===== config.mk =====
export PLATFORM = sky130hd
export DESIGN_NAME = ntc_adc_to_temperature
export DESIGN_NICKNAME = d
export VERILOG_FILES = /design/src/rtl/ntc_pkg.sv /design/src/rtl/ntc_adc_to_temperature.sv /design/src/rtl/ntc_div.sv
export SDC_FILE = /design/constraint.sdc
export NUM_CORES = 1
export LEC_CHECK = 0
export BUFFER_PORTS_ARGS = -buffer_cell sky130_fd_sc_hd__clkbuf_2
export CAP_MARGIN = 25
export CORE_ASPECT_RATIO = 1.4
export CORE_MARGIN = 2
export CORE_UTILIZATION = 40
export DETAILED_ROUTE_END_ITERATION = 12
export GPL_TIMING_DRIVEN = 0
export PLACE_DENSITY = 0.67
export SYNTH_ARGS = -nofsm -noshare
export SYNTH_HDL_FRONTEND = slang
export SYNTH_HIERARCHICAL = 1
export SYNTH_SLANG_ARGS = --single-unit

===== constraint.sdc =====
create_clock -name clk -period 6.7 [get_ports clk]
set_input_delay 1.34 -clock clk [delete_from_list [all_inputs] [get_ports clk]]
set_output_delay 1.34 -clock clk [all_outputs]
set_load 0.1 [all_outputs]

===== src/rtl/ntc_pkg.sv =====
package ntc_pkg;

    localparam int ROM_SIZE   = 117;
    localparam int ROM_IDX_W  = 7;
    localparam int RES_W      = 16;
    localparam int DIVIDEND_W = 30;
    localparam int DIVISOR_W  = 16;
    localparam int STEPS_W    = 5;
    localparam int FRAC_NUM_W = 14;
    localparam int TEMP_W     = 11;

    localparam logic [13:0]          RES_SCALE   = 14'd10000;
    localparam logic [STEPS_W-1:0]   RES_STEPS   = 5'd30;
    localparam logic [STEPS_W-1:0]   FRAC_STEPS  = 5'd14;
    localparam logic [TEMP_W-1:0]    TEMP_OFFSET = 11'd9;

    typedef enum logic [2:0] {
        ST_IDLE,
        ST_START,
        ST_DIV_RES,
        ST_RANGE,
        ST_SEARCH,
        ST_FRAC,
        ST_DIV_FRAC,
        ST_DONE
    } state_t;

    typedef struct packed {
        logic               start;
        logic [STEPS_W-1:0] steps;
    } div_req_t;

    typedef struct packed {
        logic busy;
        logic done;
    } div_stat_t;

    // Thermistor resistance in ohms, one entry per degree, falling.
    localparam logic [RES_W-1:0] RES_ROM [ROM_SIZE] = '{
        16'd20700, 16'd19788, 16'd18838, 16'd17977, 16'd17160, 16'd16383, 16'd15646,
        16'd14945, 16'd14280, 16'd13647, 16'd13045, 16'd12472, 16'd11928, 16'd11409,
        16'd10916, 16'd10447, 16'd10000, 16'd9574,  16'd9168,  16'd8781,  16'd8413,
        16'd8062,  16'd7727,  16'd7407,  16'd7103,  16'd6812,  16'd6534,  16'd6270,
        16'd6017,  16'd5775,  16'd5545,  16'd5324,  16'd5114,  16'd4913,  16'd4720,
        16'd4536,  16'd4360,  16'd4192,  16'd4031,  16'd3877,  16'd3730,  16'd3572,
        16'd3454,  16'd3324,  16'd3201,  16'd3082,  16'd2968,  16'd2859,  16'd2755,
        16'd2654,  16'd2558,  16'd2466,  16'd2378,  16'd2293,  16'd2212,  16'd2134,
        16'd2059,  16'd1987,  16'd1918,  16'd1851,  16'd1788,  16'd1726,  16'd1668,
        16'd1611,  16'd1557,  16'd1504,  16'd1454,  16'd1406,  16'd1359,  16'd1314,
        16'd1271,  16'd1230,  16'd1190,  16'd1151,  16'd1114,  16'd1079,  16'd1045,
        16'd1011,  16'd980,   16'd949,   16'd919,   16'd891,   16'd863,   16'd837,
        16'd811,   16'd786,   16'd763,   16'd740,   16'd718,   16'd696,   16'd675,
        16'd656,   16'd636,   16'd618,   16'd600,   16'd582,   16'd566,   16'd549,
        16'd534,   16'd519,   16'd504,   16'd490,   16'd476,   16'd463,   16'd450,
        16'd438,   16'd426,   16'd414,   16'd403,   16'd392,   16'd381,   16'd371,
        16'd361,   16'd352,   16'd342,   16'd333,   16'd325
    };

    function automatic logic [RES_W-1:0] res_entry(input logic [ROM_IDX_W-1:0] idx);
        logic [RES_W-1:0] val;
        val = '0;
        if (int'(idx) < ROM_SIZE)
        begin
            val = RES_ROM[idx];
        end
        return val;
    endfunction

endpackage


===== src/rtl/ntc_adc_to_temperature.sv =====
// NTC thermistor ADC sample to temperature.
//
// Input stream s_axis_*: one request carries one 16-bit ADC sample of the
// thermistor divider. Output stream m_axis_*: one result per request, the
// temperature in tenths of a degree (tdata) and an in-range flag (tuser).
// Out-of-range resistance, or a sample at or above full scale, gives
// in_range = 0 and temperature 0. Config channel cfg_*: write the ADC
// full-scale count; it is always ready and is meant to be written idle.
//
// The shared serial divider sets the pace of an in-range sample: 30 steps
// for the resistance, 14 steps for the tenths digit, plus 7 table probes of
// the binary search. A sample at or above full scale skips both divides; a
// resistance off the table ends after the resistance divide and the range
// check. s_axis_tready is high only while the sequencer idles, so a new
// sample is taken only once the last one has left the sequencer.
// The result sits in an output register; a new sample is taken while it
// waits, but the next result holds in the sequencer until the receiver
// takes the first. Reset clears the sequencer and the output valid and
// loads full scale with 4096.
module ntc_adc_to_temperature #(
    parameter int TABLE_ENTRIES = 117
) (
    input  logic        clk,
    input  logic        rst_n,
    input  logic        s_axis_tvalid,
    output logic        s_axis_tready,
    input  logic [15:0] s_axis_tdata,   // [15:0] adc_sample
    output logic        m_axis_tvalid,
    input  logic        m_axis_tready,
    output logic [15:0] m_axis_tdata,   // [10:0] temperature_tenths, [15:11] zero
    output logic [0:0]  m_axis_tuser,   // [0] in_range
    input  logic        cfg_valid,
    output logic        cfg_ready,
    input  logic [15:0] cfg_data        // adc_full_scale
);

    // Last usable table index, limited by the stored table.
    localparam int LAST_IDX = (TABLE_ENTRIES - 1 < ntc_pkg::ROM_SIZE - 1)
                              ? (TABLE_ENTRIES - 1) : (ntc_pkg::ROM_SIZE - 1);
    // The interpolation head ranges over 0 .. LAST_IDX-1.
    localparam int SEARCH_W = (LAST_IDX > 1) ? $clog2(LAST_IDX) : 1;
    localparam logic [SEARCH_W:0]   HEAD_MAX = (SEARCH_W + 1)'(LAST_IDX - 1);
    localparam logic [SEARCH_W-1:0] MASK_TOP = SEARCH_W'(1) << (SEARCH_W - 1);
    localparam logic [ntc_pkg::RES_W-1:0] RES_FIRST = ntc_pkg::RES_ROM[0];
    localparam logic [ntc_pkg::RES_W-1:0] RES_LAST  = ntc_pkg::RES_ROM[LAST_IDX];

    ntc_pkg::state_t state_reg, state_next;

    logic [15:0]                       fs_reg;
    logic [ntc_pkg::DIVIDEND_W-1:0]    product_reg;
    logic [ntc_pkg::DIVISOR_W-1:0]     span_reg;
    logic                              bad_reg;
    logic [ntc_pkg::DIVIDEND_W-1:0]    res_reg;
    logic [SEARCH_W-1:0]               head_reg;
    logic [SEARCH_W-1:0]               mask_reg;
    logic [ntc_pkg::TEMP_W-1:0]        temp_reg;
    logic                              ok_reg;
    logic                              m_valid_reg;
    logic [ntc_pkg::TEMP_W-1:0]        m_temp_reg;
    logic                              m_ok_reg;

    logic                              in_accept;
    logic                              out_load;
    logic                              range_bad;
    logic [SEARCH_W-1:0]               cand;
    logic                              probe_hit;
    logic [ntc_pkg::RES_W-1:0]         hi_res;
    logic [ntc_pkg::RES_W-1:0]         lo_res;
    logic [ntc_pkg::RES_W-1:0]         hi_minus_r;
    logic [19:0]                       frac_prod;
    logic [ntc_pkg::TEMP_W-1:0]        head_base;
    logic [ntc_pkg::TEMP_W-1:0]        temp_base;
    logic [31:0]                       mult_full;

    ntc_pkg::div_req_t                 div_req;
    ntc_pkg::div_stat_t                div_stat;
    logic [ntc_pkg::DIVIDEND_W-1:0]    div_dividend;
    logic [ntc_pkg::DIVISOR_W-1:0]     div_divisor;
    logic [ntc_pkg::DIVIDEND_W-1:0]    div_quotient;

    ntc_div u_div (
        .clk      (clk),
        .rst_n    (rst_n),
        .req      (div_req),
        .dividend (div_dividend),
        .divisor  (div_divisor),
        .stat     (div_stat),
        .quotient (div_quotient)
    );

    // Datapath combinational terms
    assign mult_full = {16'd0, s_axis_tdata} * {18'd0, ntc_pkg::RES_SCALE};
    assign range_bad = (res_reg >= {14'd0, RES_FIRST}) || (res_reg <= {14'd0, RES_LAST});
    assign cand      = head_reg | mask_reg;
    assign probe_hit = ({1'b0, cand} <= HEAD_MAX) &&
                       (ntc_pkg::res_entry(ntc_pkg::ROM_IDX_W'(cand)) >=
                        res_reg[ntc_pkg::RES_W-1:0]);
    assign hi_res     = ntc_pkg::res_entry(ntc_pkg::ROM_IDX_W'(head_reg));
    assign lo_res     = ntc_pkg::res_entry(ntc_pkg::ROM_IDX_W'(head_reg) +
                                           ntc_pkg::ROM_IDX_W'(1));
    assign hi_minus_r = hi_res - res_reg[ntc_pkg::RES_W-1:0];
    // Times ten as 8x + 2x; the difference stays below one table step.
    assign frac_prod  = ({4'd0, hi_minus_r} << 3) + ({4'd0, hi_minus_r} << 1);
    assign head_base  = ntc_pkg::TEMP_W'(head_reg) + ntc_pkg::TEMP_OFFSET;
    assign temp_base  = (head_base << 3) + (head_base << 1);

    // Next state
    always_comb
    begin
        state_next = state_reg;
        unique case (state_reg)
            ntc_pkg::ST_IDLE:
            begin
                if (s_axis_tvalid)
                begin
                    state_next = ntc_pkg::ST_START;
                end
            end
            ntc_pkg::ST_START:
            begin
                state_next = bad_reg ? ntc_pkg::ST_DONE : ntc_pkg::ST_DIV_RES;
            end
            ntc_pkg::ST_DIV_RES:
            begin
                if (div_stat.done)
                begin
                    state_next = ntc_pkg::ST_RANGE;
                end
            end
            ntc_pkg::ST_RANGE:
            begin
                state_next = range_bad ? ntc_pkg::ST_DONE : ntc_pkg::ST_SEARCH;
            end
            ntc_pkg::ST_SEARCH:
            begin
                if (mask_reg[0])
                begin
                    state_next = ntc_pkg::ST_FRAC;
                end
            end
            ntc_pkg::ST_FRAC:
            begin
                state_next = ntc_pkg::ST_DIV_FRAC;
            end
            ntc_pkg::ST_DIV_FRAC:
            begin
                if (div_stat.done)
                begin
                    state_next = ntc_pkg::ST_DONE;
                end
            end
            ntc_pkg::ST_DONE:
            begin
                if (!m_valid_reg || m_axis_tready)
                begin
                    state_next = ntc_pkg::ST_IDLE;
                end
            end
            default:
            begin
                state_next = ntc_pkg::ST_IDLE;
            end
        endcase
    end

    // Sequencer outputs
    always_comb
    begin
        s_axis_tready = 1'b0;
        out_load      = 1'b0;
        div_req.start = 1'b0;
        div_req.steps = ntc_pkg::RES_STEPS;
        div_dividend  = product_reg;
        div_divisor   = span_reg;
        unique case (state_reg)
            ntc_pkg::ST_IDLE:
            begin
                s_axis_tready = 1'b1;
            end
            ntc_pkg::ST_START:
            begin
                div_req.start = !bad_reg;
            end
            ntc_pkg::ST_FRAC:
            begin
                // Left-align the small numerator so fewer steps suffice.
                div_req.start = 1'b1;
                div_req.steps = ntc_pkg::FRAC_STEPS;
                div_dividend  = {frac_prod[ntc_pkg::FRAC_NUM_W-1:0],
                                 {(ntc_pkg::DIVIDEND_W - ntc_pkg::FRAC_NUM_W){1'b0}}};
                div_divisor   = hi_res - lo_res;
            end
            ntc_pkg::ST_DONE:
            begin
                out_load = !m_valid_reg || m_axis_tready;
            end
            default:
            begin
                s_axis_tready = 1'b0;
            end
        endcase
    end

    assign in_accept = s_axis_tvalid && s_axis_tready;
    assign cfg_ready = 1'b1;

    // Control registers
    always_ff @(posedge clk or negedge rst_n)
    begin
        if (!rst_n)
        begin
            state_reg   <= ntc_pkg::ST_IDLE;
            fs_reg      <= 16'd4096;
            m_valid_reg <= 1'b0;
        end
        else
        begin
            state_reg <= state_next;
            if (cfg_valid && cfg_ready)
            begin
                fs_reg <= cfg_data;
            end
            if (out_load)
            begin
                m_valid_reg <= 1'b1;
            end
            else if (m_axis_tready)
            begin
                m_valid_reg <= 1'b0;
            end
        end
    end

    // Payload registers
    always_ff @(posedge clk)
    begin
        if (in_accept)
        begin
            product_reg <= mult_full[ntc_pkg::DIVIDEND_W-1:0];
            span_reg    <= fs_reg - s_axis_tdata;
            bad_reg     <= s_axis_tdata >= fs_reg;
            temp_reg    <= '0;
            ok_reg      <= 1'b0;
        end
        if (state_reg == ntc_pkg::ST_DIV_RES && div_stat.done)
        begin
            res_reg <= div_quotient;
        end
        if (state_reg == ntc_pkg::ST_RANGE)
        begin
            head_reg <= '0;
            mask_reg <= MASK_TOP;
        end
        if (state_reg == ntc_pkg::ST_SEARCH)
        begin
            // Keep a probe bit when it stays within the head range and the entry there is at or above r.
            if (probe_hit)
            begin
                head_reg <= cand;
            end
            mask_reg <= mask_reg >> 1;
        end
        if (state_reg == ntc_pkg::ST_DIV_FRAC && div_stat.done)
        begin
            temp_reg <= temp_base + ntc_pkg::TEMP_W'(div_quotient[3:0]);
            ok_reg   <= 1'b1;
        end
        if (out_load)
        begin
            m_temp_reg <= temp_reg;
            m_ok_reg   <= ok_reg;
        end
    end

    assign m_axis_tvalid   = m_valid_reg;
    assign m_axis_tdata    = {{(16 - ntc_pkg::TEMP_W){1'b0}}, m_temp_reg};
    assign m_axis_tuser[0] = m_ok_reg;

    // Checks
    a_div_start_idle: assert property (@(posedge clk) disable iff (!rst_n)
        div_req.start |-> !div_stat.busy)
        else $error("divider started while busy");

    a_div_done_state: assert property (@(posedge clk) disable iff (!rst_n)
        div_stat.done |-> (state_reg == ntc_pkg::ST_DIV_RES ||
                           state_reg == ntc_pkg::ST_DIV_FRAC))
        else $error("divider finished outside a divide state");

    a_out_zero: assert property (@(posedge clk) disable iff (!rst_n)
        (m_axis_tvalid && !m_axis_tuser[0]) |-> (m_axis_tdata == 16'd0))
        else $error("out-of-range result not zero");

    a_out_span: assert property (@(posedge clk) disable iff (!rst_n)
        (m_axis_tvalid && m_axis_tuser[0]) |->
        (m_axis_tdata >= 16'd90 && m_axis_tdata <= 16'd1259))
        else $error("in-range temperature outside table span");

    a_accept_start: assert property (@(posedge clk) disable iff (!rst_n)
        in_accept |=> (state_reg == ntc_pkg::ST_START))
        else $error("accepted sample did not start the sequencer");

endmodule


===== src/rtl/ntc_div.sv =====
// Restoring divider, one quotient bit per cycle, MSB first.
// A short divide loads its dividend left-aligned and runs fewer steps.
module ntc_div (
    input  logic                                clk,
    input  logic                                rst_n,
    input  ntc_pkg::div_req_t                   req,
    input  logic [ntc_pkg::DIVIDEND_W-1:0]      dividend,
    input  logic [ntc_pkg::DIVISOR_W-1:0]       divisor,
    output ntc_pkg::div_stat_t                  stat,
    output logic [ntc_pkg::DIVIDEND_W-1:0]      quotient
);

    logic [ntc_pkg::DIVISOR_W-1:0]  rem_reg, rem_next;
    logic [ntc_pkg::DIVISOR_W-1:0]  dvs_reg;
    logic [ntc_pkg::DIVIDEND_W-1:0] quo_reg, quo_next;
    logic [ntc_pkg::STEPS_W-1:0]    cnt_reg;
    logic                           busy_reg;
    logic                           done_reg;

    logic [ntc_pkg::DIVISOR_W:0] trial;
    logic [ntc_pkg::DIVISOR_W:0] trial_diff;
    logic                        fits;

    assign trial      = {rem_reg, quo_reg[ntc_pkg::DIVIDEND_W-1]};
    assign fits       = trial >= {1'b0, dvs_reg};
    assign trial_diff = trial - {1'b0, dvs_reg};

    always_comb
    begin
        rem_next = fits ? trial_diff[ntc_pkg::DIVISOR_W-1:0] : trial[ntc_pkg::DIVISOR_W-1:0];
        quo_next = {quo_reg[ntc_pkg::DIVIDEND_W-2:0], fits};
    end

    always_ff @(posedge clk or negedge rst_n)
    begin
        if (!rst_n)
        begin
            busy_reg <= 1'b0;
            done_reg <= 1'b0;
            cnt_reg  <= '0;
        end
        else
        begin
            done_reg <= 1'b0;
            if (req.start && !busy_reg)
            begin
                busy_reg <= 1'b1;
                cnt_reg  <= req.steps;
            end
            else if (busy_reg)
            begin
                cnt_reg <= cnt_reg - 1'b1;
                if (cnt_reg == ntc_pkg::STEPS_W'(1))
                begin
                    busy_reg <= 1'b0;
                    done_reg <= 1'b1;
                end
            end
        end
    end

    always_ff @(posedge clk)
    begin
        if (req.start && !busy_reg)
        begin
            rem_reg <= '0;
            quo_reg <= dividend;
            dvs_reg <= divisor;
        end
        else if (busy_reg)
        begin
            rem_reg <= rem_next;
            quo_reg <= quo_next;
        end
    end

    assign stat.busy = busy_reg;
    assign stat.done = done_reg;
    assign quotient  = quo_reg;

endmodule


==> results.md <==
Clock network:
- The clock transition at the register clock pins on the worst setup and hold paths after CTS is ~70 ps.
- TritonCTS built the clock tree.
- The maximum count of clock buffers along a single path is 2.
- The H-tree was split into 4 levels.
- The post-cts hold buffer count is 0.
- The total CTS buffers is 17.
- The clock latency of the later-clocked register in the worst-skew pair is around 470 ps.
- The CTS sink count is 200.
- Clock tree synthesis selected as its root buffer the cell clkbuf_16.

Status:
- The flow ran to the end, and the final reports show no timing, DRC or antenna violations.

Pwr:
- For this design the ratio of total power to cell area is 148.5 mW/mm^2.
- The worst-case IR drop observed on VDD is 0.1620 mV.
- The analysis attributes to cell leakage a power of between 0.009 and 0.01 uW.

Layout:
- The number of diodes is 0.
- The area growth from synthesis to layout is 11.43%.
- Cells with a size suffix above 1 make up around 13% of the layout.
- The layout net count is 2819.
- The final design instance area without fill is around 0.023 sq mm.
- For this run, the number of standard cells in the final layout without fillers is around 3200.
- The number of inserted filler cells in the final layout is roughly 5000.

Job:
- The tool flagged a number of max-cap violations equal to 0.

Setup path:
- The path depth of the worst reg2reg path is 28.
- The slowest stage of the critical path belongs to the cell a311oi_4.
- The critical path capture point type is a flop.
- Data arrives at the worst endpoint at 6740 ps.
- For flop-to-flop paths, the worst setup slack is 170 ps.
- The critical path's most frequent cell is buf_4.
- The endpoint identified for the worst register-to-register timing path is u_div/quotient[29].
- The worst register-to-register path begins at head_reg[3].
- Of all nets on the critical path, the largest fanout is 10.
- For the worst setup path, the data required time is between 6000 and 7000 ps.
- The sort of element at the start of the critical path is a flop.
- In this design, the stage delay of the slowest critical-path cell is about 430 ps.
- The type of the setup path with the least slack is reg2reg.

Logic synthesis:
- Averaged over all synthesized cells, the footprint is 8.492 sq um.
- The yosys synthesis warning count is 6.
- The number of cells produced by synthesis is 2424.
- The synthesized netlist occupies a cell area of 0.02058 sq mm.

Hold path:
- The worst hold-check path type is reg2reg.
- In this run the most critical hold path is launched from temp_reg[0].
- Along the worst hold path, the cell count comes to 0.
- The endpoint with the worst hold slack is m_temp_reg[0].

GRT:
- The first global-routing pass estimated 119.9 mm of wire.
- Global routing consumed, over all layers together, 29.58% of the routing resources.
- Entering global routing, the biggest net connects 44 pins.
- The number of antenna violations at the first check in global routing is 0.
- Summed over all layers, the global routing overflow is 0.
- The number of global-route vias before repair is 19720.

Timing:
- The count of final setup violators is 0.
- The hold violation count in the final report is 0.
- The count of pins over their slew limit is 0.
- Clock skew on the completed layout was measured at 16.71 ps.
- The worst setup slack after layout is 173.8 ps.
- Measured against its own limit, the worst slew margin works out to 34.05%.
- After layout, the worst path uses 97.41% of the clock period.
- After layout, the minimum clock period comes to 6526 ps.
- The highest clock rate is 153.2 MHz.
- The actual transition at the worst max-transition pin is around 980 ps.

Placement:
- After legalization and detailed placement, the total HPWL measured 60.78 mm.
- The placed instances occupy a cell area of 0.02180 sq mm.
- At the end of routability-driven placement, the weighted congestion stood at 1.066.
- Once placement completed, the tool counted placed cells totaling roughly 3100.
- During placement, the flow inserted port buffers numbering ~50.
- The worst slack at placement is -2623 ps.

Die:
- The initial utilization of the core area, before any placement, comes to between 40 and 50%.
- The total area inside the core boundary comes to between 0.05 and 0.06 sq mm.
- The die area is 0.05332 sq mm.
- The die is 272.4 um tall.
- The width of the die is a little under 200 um.
- The number of top-level pins is 57.
- The floorplan has 98 rows.

Drt:
- For this block, the initial DRC count from the detailed router was about 2100.
- The first detailed-routing pass took 6 iterations.
- Once detail routing completed, the nets flagged for antenna violations numbered 0.
- Across all layers, the routed design uses between 20000 and 25000 vias.
- In the routed layout, each cell is associated on average with a via count of 6.290.
- Wires add up to about 80 mm.
- Dividing the detail-routed wire length by the instance count gives ~25 um.
- The DRC violation count after routing is 0.
-- metal layers --
metal  GRT usage (%)  vias up  share of wire, %
met5               0        -                 0
met4           21.69        0               8.0
met3           5.040      348               7.6
met2           49.61     1150                47
met1           34.06     9542                37
li1                -     9020                 -
-- worst max-delay path: cells and delay by family (launching register included) --
kind            cells  cell delay (ps)
buf+inv             7             1460
mux                 1              270
flops               1              370
fa+ha+maj           3              890
xor+xnor            3              590
compound gates     14             2700
-- power breakdown --
group	internal [uW]	switching (uW)
registers	1390	6.73
clock network	534	496
logic	434	543
total	2360	1050
-- worst max-delay path by stage --
stage               slack (ps)         from            endpoint
detailed placement       -2620  head_reg[0]  u_div/quotient[29]
floorplan                   40  head_reg[0]  u_div/quotient[29]
CTS                        -60  head_reg[0]  u_div/quotient[29]
global placement         -2590  head_reg[0]  u_div/quotient[29]
global route               -20  head_reg[0]  u_div/quotient[29]
finish                     170  head_reg[3]  u_div/quotient[29]
-- cell usage in the layout, fill, tap and decap left out, drive strengths merged, types with 42 or more instances in the layout --
cell,count
a21oi,192
a31oi,43
buf,81
clkbuf,180
edfxtp,148
fa,42
ha,214
inv,209
mux2,51
nand2,227
nand3,59
nor2,172
nor3,50
o211ai,42
o21ai,180
xnor2,72
-- stage by stage --
step	setup TNS, ps	utilization, %	power, uW	hold WS [ps]
final	0	44.97	3406	423.5
after global placement	-32900	42.52	2378	403.4
after floorplan	0	-	2212	400.3
after detailed placement	-33250	42.74	2401	405.7
after CTS	-55.97	44.40	3437	423.9
after global routing	-23.11	44.97	3646	428.8
-- area by class of cell --
type	count	area (sq um)	share of cell area, %
Multi-Input combinational cell	1862	13750	59.96
Timing Repair Buffer	77	500.5	2.182
Sequential cell	200	5633	24.56
Clock inverter	10	102.6	0.4473
Buffer	162	869.6	3.791
Tap cell	650	813.3	3.546
Clock buffer	22	486.7	2.122
Inverter	206	778.2	3.393
-- repair_timing --
action | CTS | global route
pin swaps | 5 | 16
endpoints found under the hold margin | 0 | 0
endpoints found under the setup margin | 31 | 17
resized for setup | 66 | 94
buffers inserted | 7 | 13
(Power assumes the default switching activity.)
